**src/rtl/core/bkdb_pkg.sv**
```systemverilog
// ----------------------------------------------------------------------------
// bkdb_pkg
// Shared constants and types for the bounded key dedup buffer.
// ----------------------------------------------------------------------------
`default_nettype none

package bkdb_pkg;

	localparam int CAPACITY_DEF = 64;
	localparam int KEY_BITS_DEF = 48;

	localparam logic MODE_KEY   = 1'b0;
	localparam logic MODE_FLUSH = 1'b1;

	typedef struct packed {
		logic shift;
		logic append;
	} bkdb_cell_ctrl_t;

endpackage

`default_nettype wire

```
**src/rtl/core/bkdb_cell.sv**
```systemverilog
// ----------------------------------------------------------------------------
// bkdb_cell
// One table slot: holds a key, compares it with the incoming key, takes an
// appended key when it is the first free slot, shifts toward the output.
// ----------------------------------------------------------------------------
`default_nettype none

module bkdb_cell
	import bkdb_pkg::*;
#(
	parameter int KEY_BITS = KEY_BITS_DEF
) (
	input  wire logic                clk,
	input  wire logic                arst_n,
	input  wire bkdb_cell_ctrl_t     ctrl,
	input  wire logic [KEY_BITS-1:0] new_key,
	input  wire logic                prev_valid,
	input  wire logic [KEY_BITS-1:0] nbr_key,
	input  wire logic                nbr_valid,
	output logic [KEY_BITS-1:0]      key,
	output logic                     valid,
	output logic                     match
);

	logic [KEY_BITS-1:0] key_q;
	logic                valid_q;
	logic                take;

	assign take  = ctrl.append && prev_valid && !valid_q;
	assign match = valid_q && (key_q == new_key);
	assign key   = key_q;
	assign valid = valid_q;

	always_ff @(posedge clk or negedge arst_n) begin
		if (!arst_n) begin
			valid_q <= 1'b0;
		end else if (ctrl.shift) begin
			valid_q <= nbr_valid;
		end else if (take) begin
			valid_q <= 1'b1;
		end
	end

	always_ff @(posedge clk) begin
		if (ctrl.shift) begin
			key_q <= nbr_key;
		end else if (take) begin
			key_q <= new_key;
		end
	end

endmodule

`default_nettype wire

```
**config.mk**
```make
export PLATFORM = sky130hd
export DESIGN_NAME = bkdb_cell
export DESIGN_NICKNAME = d
export VERILOG_FILES = /design/src/rtl/core/bkdb_pkg.sv /design/src/rtl/core/bkdb_cell.sv
export SDC_FILE = /design/constraint.sdc
export NUM_CORES = 1
export LEC_CHECK = 0
export BUFFER_PORTS_ARGS = -buffer_cell sky130_fd_sc_hd__buf_2
export CORE_MARGIN = 2
export CORE_UTILIZATION = 39
export CTS_CLUSTER_DIAMETER = 50
export DETAILED_ROUTE_END_ITERATION = 12
export GPL_ROUTABILITY_DRIVEN = 0
export PLACE_DENSITY_LB_ADDON = 0.1
export SYNTH_ARGS = -nofsm -noshare
export SYNTH_HDL_FRONTEND = slang
export SYNTH_SLANG_ARGS = --single-unit
```
**constraint.sdc**
```tcl
create_clock -name clk -period 3.1 [get_ports clk]
set_clock_uncertainty 0.1 [all_clocks]
set_input_delay 0.155 -clock clk [delete_from_list [all_inputs] [get_ports clk]]
set_output_delay 0.155 -clock clk [all_outputs]
set_load 0.005 [all_outputs]
```
==> flow_summary.toml <==
[status]
outcome = "completed"

[detailed_routing]
vias = 2041
final_antenna_net_count = 0
drtPass1Iterations = 4
routedWlPerCell_um = 15.2
drt-initial-drc-count = 59
wl_um = 6350
via_per_inst = 4.88
route.detailed.drc = 0

[placed_design]
dp_cells = 408
place_ws_ps = 1150
port_buffers = 151
placed_cell_area_mm2 = 0.00346
hpwl_um = 5060

[cts]
worstSkewPairLatency_ps = 290
cts_max_level = 2
clock_path_buffers = 2
ctsHoldBuffers = 2
path_clk_slew_ps = 90
cts-root-buf = "clkbuf_8"
postCtsSetupRepairBufs = 0
cts_sinks = 49
tritoncts = "yes"
cts_buffers = 5
cts-resized-gates = 0

[power]
seqPwrFrac_pct = 55.8
ir_drop_mv = 0.193
p_comb_share_pct = 19.8
power_leakage_nw = 1.57
power.share.clock_pct = 24.4
power_switching_w = 0.000367
sw_frac_of_total_pct = 24.7
p_per_area_mw_per_mm2 = 418
p_int_w = 0.00112

[timing]
fin_ws_ps = 871
rsz0062_at_grt = "no"
period_share_pct = 71.9
max_freq_mhz = 449
fin_tns_setup_ps = 0
finalCriticalPeriod_ps = 2230
relSlewSlack_pct = 56.0
hold_slack_ps = 44.7
setup_viol = 0
final_max_slew_viol_count = 0
hold_viol = 0
worst_pin_slew_ps = 659

[floorplanning]
fp-row-count = 29
ioPinCount = 152
die-height_um = 85.7
coreArea_mm2 = 0.00639
fp.dieW_um = 85.7
initial_core_util_pct = 40.7
die_area_mm2 = 0.00734

[synth]
yosysMostFrequentCell = "edfxtp_1"
avgSynthCellArea_um2 = 14.1
synthArstFlopShare_pct = 2.04
synth_area_leaders = "edfxtp_1 55%, mux2_2 18%, xor2_1 11%"
synth_top_area_cell = "edfxtp_1"
synth.distinct_cells = 25
synthFlopType = "edfxtp_1"
synthTopCellsByCount = "48 x edfxtp_1, 42 x mux2_2, 32 x xor2_1"
synth_edf_count = 48
ys_seq_elements = 49
synthCells = 184
syn-num-nets = 286
synth_top_area_share_pct = 55.4
yosysWarnings = 0
synth.yosys.seq_area_share_pct = 56.4
syn_area_mm2 = 0.00260

[cells_and_area]
nNetsFinal = 442
layout-drive-gt1-share_pct = 59.8
final_area_mm2 = 0.00356
finalNonFillerCells = 418
antenna_cells = 0
areaGrowthSynthToFinish_pct = 37.1

[critical_path]
path_class = "flip-flop to output pin"
critPathRequiredTime_ps = 2840
start_kind = "flip-flop"
worst_setup_path_end_kind = "output pin"
arrival_ps = 1970
crit_family = "simple AND/OR/NAND/NOR gates"
cp_max_fo = 2
slowest_stage = "edfxtp_1"
crit_path_cell_trace = "xor2_1, nor4_1, nand4_1, nor4_2, buf_2"
critPathBufInv = 1
slowest_delay_ps = 420

[global_routing]
grt.overflow.total = 0
grt_max_degree = 32
grt_util_all_layers_pct = 17.2
grt_antenna_before_repair = 0
grt_pass1_vias = 2122
grt_pass1_wl_um = 9780

[flow_run]
drv_cap = 0

[min_path]
hold_class = "input port to flip-flop"
==> layer usage <==
metal	part of all wire [%]	up-vias	track usage [%]
li1	-	1001	-
met1	40	924	20.6
met2	48	104	28.9
met3	10	12	6.54
met4	1.7	0	5.19
met5	0	-	0
==> placed cells by master, fill, tap and decap left out, drive strengths merged <==
cell,instances
a221oi,2
nand2,7
o221a,1
buf,153
nor2,1
inv,8
dfrtp,1
o2111ai,1
a222oi,1
clkbuf,8
nor4,8
nand3,1
nand2b,1
a2bb2oi,1
mux2,42
o21ai,7
dlygate4sd3,2
or4,1
xnor2,10
o21bai,1
xor2,32
edfxtp,48
nand4,4
==> worst reg2reg max path, stage by stage, from the launching register on <==
cell	delay [ps]
dfrtp_1	450
o21bai_4	580
buf_12	300
==> cell type report <==
cell class                      count  area, um^2
Inverter                            8        30.0
Fill cell                         587        2820
Tap cell                           77        96.3
Sequential cell                    49        1470
Multi-Input combinational cell    121        1090
Timing Repair Buffer              155         803
Clock buffer                        8        80.1
==> final timing paths <==
kind	startpoint	to	slack (ps)	depth (start not counted)
worst max register to register	valid$_DFFE_PN0P_	key[18]$_DFFE_PP_	1380	2
worst min-delay path	nbr_key[23]	key[23]$_DFFE_PP_	40	3
worst min register to register	valid$_DFFE_PN0P_	valid$_DFFE_PN0P_	560	1
worst max-delay path	key[33]$_DFFE_PP_	match	870	5
min in group asynchronous	arst_n	valid$_DFFE_PN0P_	70	2
max in group asynchronous	arst_n	valid$_DFFE_PN0P_	2740	2
==> per-stage QoR <==
stage	total power (W)	util (%)
final	0.00149	55.8
after global routing	0.00157	55.8
after CTS	0.00151	55.8
after detailed placement	0.00115	54.3
after global placement	0.00114	54.3
after floorplan	0.000985	-
==> power groups by stage <==
stage	combinational, W	clock, W	sequential, W
after floorplan	0.000135	0	0.000851
after global placement	0.000297	0	0.000844
after detailed placement	0.000298	0	0.000847
after CTS	0.000301	0.000374	0.000833
after global routing	0.000327	0.000404	0.000838
final	0.000295	0.000364	0.000831
==> sequential cells by signal (all words and copies together) (netlist names) <==
signal	count
valid	1
key	48
==> cell families (layout without fill, tap and decap cells) <==
family | count (synthesis) | count (layout) | synth area share [%]
flops | 49 | 49 | 56.4
compound gates | 14 | 14 | 3.80
simple gates | 23 | 23 | 5.00
buf+inv | 14 | 171 | 2.17
mux | 42 | 42 | 18.2
xor+xnor | 42 | 42 | 14.4
(Power assumes the default switching activity.)
